===== src/design/mqtt_qos_pkg.sv =====
// ---------------------------------------------------------------------------
// MQTT QoS publish sender package
// Shared codes for the publish retry state machine and its port checker.
// ---------------------------------------------------------------------------
package mqtt_qos_pkg;

	localparam int unsigned TimeoutW = 16;
	localparam int unsigned RetryW   = 8;
	localparam int unsigned IdW      = 16;

	localparam logic [TimeoutW-1:0] TimeoutReset = 16'd1000;
	localparam logic [RetryW-1:0]   RetryReset   = 8'd3;

	// Register indexes on the configuration port.
	localparam logic REG_TIMEOUT = 1'b0;
	localparam logic REG_RETRIES = 1'b1;

	typedef enum logic [1:0] {
		OP_START = 2'd0,
		OP_ACK   = 2'd1,
		OP_TICK  = 2'd2,
		OP_NOP   = 2'd3
	} opcode_t;

	typedef enum logic [1:0] {
		ACK_PUBACK  = 2'd0,
		ACK_PUBREC  = 2'd1,
		ACK_PUBCOMP = 2'd2,
		ACK_BAD     = 2'd3
	} ack_kind_t;

	localparam logic [1:0] QOS_TWO = 2'd2;

	typedef enum logic [2:0] {
		PH_IDLE  = 3'd0,
		PH_WACK  = 3'd1,
		PH_WREC  = 3'd2,
		PH_WCOMP = 3'd3,
		PH_DONE  = 3'd4,
		PH_FAIL  = 3'd5
	} phase_t;

	typedef enum logic [2:0] {
		ACT_NONE = 3'd0,
		ACT_PUB  = 3'd1,
		ACT_DUP  = 3'd2,
		ACT_REL  = 3'd3,
		ACT_DONE = 3'd4,
		ACT_FAIL = 3'd5,
		ACT_VIOL = 3'd6
	} action_t;

endpackage


===== src/design/mqtt_qos_publish_retry_fsm.sv =====
// ---------------------------------------------------------------------------
// MQTT QoS publish retry state machine
// Sender side of one QoS 1 or QoS 2 publication with timed retransmission.
// ---------------------------------------------------------------------------
// Each accepted event (start, acknowledgement or timer tick) produces exactly
// one result transfer. An event is captured in an input register and is
// resolved against the publication state when the result register loads, so
// one event is taken every cycle as long as the result side keeps up. The
// result register is the only buffer on the output side: the input register
// holds while it is full and not being taken. Timeout and retry limit are to
// be written over the APB port only while no event is outstanding; the block
// itself does not enforce this.
module mqtt_qos_publish_retry_fsm (
	input  logic        clk,
	input  logic        arst_n,
	// configuration port
	input  logic        psel,
	input  logic        penable,
	input  logic        pwrite,
	input  logic [2:0]  paddr,
	input  logic [31:0] pwdata,
	output logic [31:0] prdata,
	output logic        pready,
	// event channel
	input  logic        in_valid,
	output logic        in_ready,
	input  logic [1:0]  opcode,
	input  logic [1:0]  qos_level,
	input  logic [15:0] packet_id,
	input  logic [1:0]  ack_type,
	input  logic [15:0] ack_id,
	// result channel
	output logic        out_valid,
	input  logic        out_ready,
	output logic [2:0]  action,
	output logic [15:0] out_packet_id,
	output logic [2:0]  phase
);

	// Configuration registers.
	logic [mqtt_qos_pkg::TimeoutW-1:0] timeout_q;
	logic [mqtt_qos_pkg::RetryW-1:0]   max_retries_q;
	logic                              cfg_wr;

	assign pready = 1'b1;
	assign cfg_wr = psel && penable && pwrite;

	always_ff @(posedge clk or negedge arst_n) begin
		if (!arst_n) begin
			timeout_q     <= mqtt_qos_pkg::TimeoutReset;
			max_retries_q <= mqtt_qos_pkg::RetryReset;
		end else if (cfg_wr) begin
			unique case (paddr[2])
				mqtt_qos_pkg::REG_TIMEOUT: timeout_q     <= pwdata[15:0];
				mqtt_qos_pkg::REG_RETRIES: max_retries_q <= pwdata[7:0];
				default: ;
			endcase
		end
	end

	always_comb begin
		unique case (paddr[2])
			mqtt_qos_pkg::REG_TIMEOUT: prdata = {16'd0, timeout_q};
			mqtt_qos_pkg::REG_RETRIES: prdata = {24'd0, max_retries_q};
			default:                   prdata = 32'd0;
		endcase
	end

	// Input register.
	logic                          valid_s1;
	mqtt_qos_pkg::opcode_t         opcode_s1;
	logic [1:0]                    qos_s1;
	logic [mqtt_qos_pkg::IdW-1:0]  pid_s1;
	mqtt_qos_pkg::ack_kind_t       kind_s1;
	logic [mqtt_qos_pkg::IdW-1:0]  aid_s1;
	logic                          fire;

	logic                          out_valid_q;

	assign fire     = valid_s1 && (!out_valid_q || out_ready);
	assign in_ready = !valid_s1 || fire;

	always_ff @(posedge clk or negedge arst_n) begin
		if (!arst_n) begin
			valid_s1 <= 1'b0;
		end else if (in_ready) begin
			valid_s1 <= in_valid;
		end
	end

	always_ff @(posedge clk) begin
		if (in_valid && in_ready) begin
			opcode_s1 <= mqtt_qos_pkg::opcode_t'(opcode);
			qos_s1    <= qos_level;
			pid_s1    <= packet_id;
			kind_s1   <= mqtt_qos_pkg::ack_kind_t'(ack_type);
			aid_s1    <= ack_id;
		end
	end

	// Publication state.
	mqtt_qos_pkg::phase_t              phase_q, phase_d;
	logic [mqtt_qos_pkg::RetryW-1:0]   retry_q, retry_d;
	logic [mqtt_qos_pkg::TimeoutW-1:0] timer_q, timer_d;
	logic [mqtt_qos_pkg::IdW-1:0]      id_q, id_d;
	logic                              qos2_q, qos2_d;
	mqtt_qos_pkg::action_t             act_d;

	// Event decode.
	logic                              in_flight;
	logic                              id_match;
	logic                              start_take;
	logic                              ack_take;
	logic                              tick_take;
	logic                              ack_done;
	logic                              ack_rec;
	logic                              ack_viol;
	logic                              expire;
	logic                              retry_ok;
	logic                              start_qos2;
	logic [mqtt_qos_pkg::TimeoutW-1:0] arm_value;

	assign in_flight = (phase_q == mqtt_qos_pkg::PH_WACK) ||
		(phase_q == mqtt_qos_pkg::PH_WREC) || (phase_q == mqtt_qos_pkg::PH_WCOMP);
	assign id_match   = (aid_s1 == id_q);
	assign start_take = (opcode_s1 == mqtt_qos_pkg::OP_START) && !in_flight;
	assign ack_take   = (opcode_s1 == mqtt_qos_pkg::OP_ACK) && in_flight;
	assign tick_take  = (opcode_s1 == mqtt_qos_pkg::OP_TICK) && in_flight;
	assign start_qos2 = (qos_s1 == mqtt_qos_pkg::QOS_TWO);

	assign ack_done = ack_take && id_match &&
		(((phase_q == mqtt_qos_pkg::PH_WACK) && (kind_s1 == mqtt_qos_pkg::ACK_PUBACK)) ||
		 ((phase_q == mqtt_qos_pkg::PH_WCOMP) && (kind_s1 == mqtt_qos_pkg::ACK_PUBCOMP)));
	// A repeated PUBREC while waiting for PUBCOMP is answered with another PUBREL.
	assign ack_rec = ack_take && id_match && (kind_s1 == mqtt_qos_pkg::ACK_PUBREC) &&
		((phase_q == mqtt_qos_pkg::PH_WREC) || (phase_q == mqtt_qos_pkg::PH_WCOMP));
	assign ack_viol = ack_take && !ack_done && !ack_rec;

	assign expire    = tick_take && (timer_q <= 16'd1);
	assign retry_ok  = (retry_q < max_retries_q);
	assign arm_value = (timeout_q == '0) ? 16'd1 : timeout_q;

	// Next phase.
	always_comb begin
		phase_d = phase_q;
		unique case (phase_q)
			mqtt_qos_pkg::PH_IDLE,
			mqtt_qos_pkg::PH_DONE,
			mqtt_qos_pkg::PH_FAIL: begin
				if (start_take) begin
					phase_d = start_qos2 ? mqtt_qos_pkg::PH_WREC : mqtt_qos_pkg::PH_WACK;
				end
			end
			mqtt_qos_pkg::PH_WACK,
			mqtt_qos_pkg::PH_WREC,
			mqtt_qos_pkg::PH_WCOMP: begin
				if (ack_done) begin
					phase_d = mqtt_qos_pkg::PH_DONE;
				end else if (ack_rec) begin
					phase_d = mqtt_qos_pkg::PH_WCOMP;
				end else if (ack_viol || (expire && !retry_ok)) begin
					phase_d = mqtt_qos_pkg::PH_FAIL;
				end
			end
			default: phase_d = phase_q;
		endcase
	end

	// Action, timer, retry budget and stored publication.
	always_comb begin
		act_d   = mqtt_qos_pkg::ACT_NONE;
		timer_d = timer_q;
		retry_d = retry_q;
		id_d    = id_q;
		qos2_d  = qos2_q;
		if (start_take) begin
			act_d   = mqtt_qos_pkg::ACT_PUB;
			timer_d = arm_value;
			retry_d = '0;
			id_d    = pid_s1;
			qos2_d  = start_qos2;
		end else if (ack_done) begin
			act_d = mqtt_qos_pkg::ACT_DONE;
		end else if (ack_rec) begin
			act_d   = mqtt_qos_pkg::ACT_REL;
			timer_d = arm_value;
		end else if (ack_viol) begin
			act_d = mqtt_qos_pkg::ACT_VIOL;
		end else if (tick_take) begin
			if (!expire) begin
				timer_d = timer_q - 16'd1;
			end else if (retry_ok) begin
				timer_d = arm_value;
				retry_d = retry_q + 8'd1;
				act_d   = (phase_q == mqtt_qos_pkg::PH_WCOMP) ?
					mqtt_qos_pkg::ACT_REL : mqtt_qos_pkg::ACT_DUP;
			end else begin
				timer_d = '0;
				act_d   = mqtt_qos_pkg::ACT_FAIL;
			end
		end
	end

	always_ff @(posedge clk or negedge arst_n) begin
		if (!arst_n) begin
			phase_q <= mqtt_qos_pkg::PH_IDLE;
			retry_q <= '0;
			timer_q <= '0;
			id_q    <= '0;
			qos2_q  <= 1'b0;
		end else if (fire) begin
			phase_q <= phase_d;
			retry_q <= retry_d;
			timer_q <= timer_d;
			id_q    <= id_d;
			qos2_q  <= qos2_d;
		end
	end

	// Result register.
	logic [2:0]                   action_q;
	logic [mqtt_qos_pkg::IdW-1:0] out_id_q;
	logic [2:0]                   phase_out_q;

	always_ff @(posedge clk or negedge arst_n) begin
		if (!arst_n) begin
			out_valid_q <= 1'b0;
		end else if (fire) begin
			out_valid_q <= 1'b1;
		end else if (out_ready) begin
			out_valid_q <= 1'b0;
		end
	end

	always_ff @(posedge clk) begin
		if (fire) begin
			action_q    <= act_d;
			out_id_q    <= (act_d == mqtt_qos_pkg::ACT_NONE) ? '0 : id_d;
			phase_out_q <= phase_d;
		end
	end

	assign out_valid     = out_valid_q;
	assign action        = action_q;
	assign out_packet_id = out_id_q;
	assign phase         = phase_out_q;

endmodule


===== config.mk =====
export PLATFORM = sky130hd
export DESIGN_NAME = mqtt_qos_publish_retry_fsm
export DESIGN_NICKNAME = d
export VERILOG_FILES = /design/src/design/mqtt_qos_pkg.sv /design/src/design/mqtt_qos_publish_retry_fsm.sv
export SDC_FILE = /design/constraint.sdc
export NUM_CORES = 1
export LEC_CHECK = 0
export ABC_AREA = 1
export BUFFER_PORTS_ARGS = -buffer_cell sky130_fd_sc_hd__buf_2
export CORE_MARGIN = 1
export CORE_UTILIZATION = 45
export CTS_BUF_LIST = sky130_fd_sc_hd__clkbuf_8
export CTS_CLUSTER_DIAMETER = 30
export DETAILED_ROUTE_END_ITERATION = 16
export PLACE_DENSITY = 0.69
export SKIP_LAST_GASP = 1
export SYNTH_ARGS = -nofsm -noshare
export SYNTH_HDL_FRONTEND = slang
export SYNTH_SLANG_ARGS = --single-unit

===== constraint.sdc =====
create_clock -name clk -period 7.05 [get_ports clk]
set_clock_uncertainty 0.05 [all_clocks]
set_input_delay 0.705 -clock clk [delete_from_list [all_inputs] [get_ports clk]]
set_output_delay 0.705 -clock clk [all_outputs]
set_load 0.01 [all_outputs]

==> key figures <==
Outcome
  – Status: complete, no violations

Synthesis
  – Sequential area share after synthesis: a little over half
  – Post-synth ARST share: a little over half
  – YS warnings: 0
  – Number of synthesized flops with an enable pin: 60
  – Netlist cell types: 42
  – Prevailing post-synth register cell: dfrtp_1
  – Mean Syn Cell Area: 8.96 um^2
  – Syn Inst Count: about 700
  – Post-synthesis cell area: roughly 6400 um^2
  – Register bit total from synthesis: between 100 and 150

Layout
  – Area grow syn2layout: 15.3%
  – Post-Layout Cell Count: between 1000 and 1500
  – Share of cells above drive strength 1: 20.0%
  – Post-layout nets: roughly 910
  – N_diodes: 0
  – End-of-flow core utilization: between 50 and 60%

Min path
  – WHS Path Cells: 1
  – Worst hold start: opcode[1]
  – Worst Hold Endpoint: opcode_s1[1]
  – Hold Crit Class: primary input to flip-flop

GRT
  – First-pass GRT wire length: between 20000 and 25000 um
  – Number of antenna violations at the first check in global routing: 0
  – Gr usage total: between 10% and 20%
  – Number of global-route vias before repair: ~4600
  – GRT overflow: 0
  – Largest net degree at the start of global routing: 70

Floorplanning
  – Core Region: 13900 um^2
  – Die W: 122 um
  – Placement Rows: 43
  – I/O Pins: around 140
  – Die height: 122 um
  – Die footprint: between 10000 and 15000 um^2
  – Initial core utilization: between 40% and 50%

Critical path
  – Crit Path Category: flip-flop to flip-flop
  – Crit. End Element: flip-flop
  – CP Max Fanout: 16
  – CP Data Arrival Time: slightly below 3 ns
  – Critical Path RT: slightly above 7 ns
  – R2R depth: 9
  – Critical Path Start Type: flip-flop
  – Reg-to-reg setup timing slack: ~4.2 ns
  – Reg-to-Reg End: out_packet_id[12]
  – Worst R2R Start: retry_q[5]

STA
  – Slew headroom: 24.7%
  – Final worst-path cycle share: approximately 40%
  – Finish-stage setup viols: 0
  – Hold Vio Cnt, Final: 0
  – RSZ-0062 raised after global routing: no
  – Setup TNS Final: 0 ns
  – Worst Max-Slew Pin Slew: between 1 and 1.5 ns
  – Achievable Freq: approximately 350 MHz
  – Final max-slew violation count: 0
  – Min Tclk post-route: 2.84 ns

Clock tree
  – Clk Latency, worst-skew pair: roughly 0.44 ns
  – Max Root-Sink Buffers: 2
  – Clock sinks: between 100 and 150
  – Total CTS buffers: 17
  – H-tree depth: 4
  – Clk slew on worst S/H paths: roughly 0.080 ns
  – CTS resizes: 0
  – CTS Hold Buffers Added: 0
  – Clock Root Buffer: clkbuf_8
  – Post-CTS setup buffer count: 0
  – TritonCTS clock tree: built

Drt
  – ANT nets after route: 0
  – Vias per cell: 4.83
  – DRT Wirelength: 13200 um
  – DRT Pass-1 Iters: 5
  – Routed wire per std cell: about 13 um
  – DRC viols: 0
  – Detailed-route via count: roughly 4900
  – Initial DRC Count: about 350

Power and ir drop
  – Total power: 2.54 mW
  – PwrDens: about 340 nW/um^2
  – Worst IR Drop VDD: about 260 uV
  – P_leak: around 3.6 nW

Place
  – PortBufs: a little over 100
  – DP Wirelength: around 9000 um
  – DP Cell Count: 982
  – GP Congestion: ~0.84

Job
  – Maxcap violations: 0
==> cell usage in the layout (no fill, tap or decap), drive strengths merged, types with 4 or more instances in the layout <==
cell type  Yosys  routed
a21oi         28      28
buf           26     104
clkbuf        10      18
clkinv         0       5
conb           2      17
dfrtp         61      61
dfstp          8       8
edfxtp        60      60
ha            10      10
inv           87      91
mux2i          4       4
nand2        172     172
nand3         37      37
nand4          6       6
nor2          95      95
nor3          10      10
nor4           5       5
o21ai         68      68
xnor2          7       7
xor2          12      12
==> synthesized netlist by cell type, drive strengths merged, types with 4 or more instances <==
| library cell | number | area [um^2] |
|---|---|---|
| a21oi | 28 | 140 |
| nand3 | 37 | 210 |
| ha | 10 | 125 |
| xor2 | 12 | 105 |
| dfrtp | 61 | 1530 |
| edfxtp | 60 | 1800 |
| clkbuf | 10 | 37.5 |
| nor2 | 95 | 384 |
| dfstp | 8 | 210 |
| nand4 | 6 | 67.6 |
| xnor2 | 7 | 61.3 |
| nor4 | 5 | 46.3 |
| inv | 87 | 332 |
| o21ai | 68 | 363 |
| mux2i | 4 | 40.0 |
| nor3 | 10 | 61.3 |
| nand2 | 172 | 656 |
| buf | 26 | 191 |
==> worst max-delay path, stage by stage, from the launching register on <==
cell      delay [ns]
dfrtp_1         0.43
ha_1            0.31
a21oi_1         0.13
nor2_1          0.05
a211oi_1        0.56
nand3b_1        0.14
a21oi_1         0.27
nand3_2         0.12
nor2_4          0.43
nor2_1          0.09
==> flip-flops by register name, summed over array words and instances (netlist names) <==
| name | cells |
|---|---|
| timeout_q | 16 |
| opcode_s1 | 2 |
| aid_s1 | 16 |
| phase | 3 |
| max_retries_q | 8 |
| out_packet_id | 16 |
| phase_q | 3 |
| id_q | 16 |
| timer_q | 16 |
| qos_s1 | 2 |
| valid_s1 | 1 |
| out_valid | 1 |
| retry_q | 8 |
| action | 3 |
| kind_s1 | 2 |
| pid_s1 | 16 |
==> routing by layer <==
layer | up-vias | track usage, % | part of all wire, %
li1 | 2509 | - | -
met1 | 2224 | 26.2 | 46
met2 | 155 | 31.0 | 46
met3 | 7 | 5.95 | 6.7
met4 | 0 | 5.86 | 0.82
met5 | - | 0 | 0
==> how the worst max path moves through the flow <==
stage,startpoint,endpoint,slack [ns]
4_1_cts,retry_q[5],out_packet_id[1],4.19
3_3_place_gp,retry_q[5],out_packet_id[3],4.24
5_1_grt,opcode_s1[0],timer_q[11],3.89
3_5_place_dp,retry_q[5],out_packet_id[0],4.22
6_report,retry_q[5],out_packet_id[12],4.21
2_1_floorplan,retry_q[5],out_packet_id[11],4.73
==> cells by family (layout without fill, tap and decap cells) <==
logic type | count (synthesis) | in the layout | share of synthesized area, %
fa+ha+maj | 10 | 10 | 1.94
flops | 129 | 129 | 54.9
buf+inv | 123 | 223 | 8.70
simple gates | 331 | 331 | 22.7
mux | 4 | 4 | 0.622
xor+xnor | 19 | 19 | 2.58
other cells | 2 | 17 | 0.117
compound gates | 101 | 101 | 8.39
==> metrics by stage <==
step	hold WS [ns]	instance area (um^2)	setup WS, ns
after global placement	0.418	7020	4.24
after global routing	0.347	7430	3.89
after CTS	0.350	7430	4.19
after detailed placement	0.420	7020	4.22
final	0.381	7430	4.21
after floorplan	0.359	6500	4.73
==> layout make-up <==
class / instances / area [um^2]
clock buffers: 18 / 248
clock inverters: 14 / 155
fillers: 1278 / 6510
inverters: 87 / 332
multi-input cells: 482 / 2400
flip-flops and latches: 129 / 3540
well taps: 180 / 225
repair buffers: 104 / 528
==> report_power, final <==
group	internal, mW	switching (mW)	total [mW]
logic	0.281	0.470	0.751
registers	1.00	0.151	1.15
clock network	0.328	0.311	0.640
(Power assumes the default switching activity.)
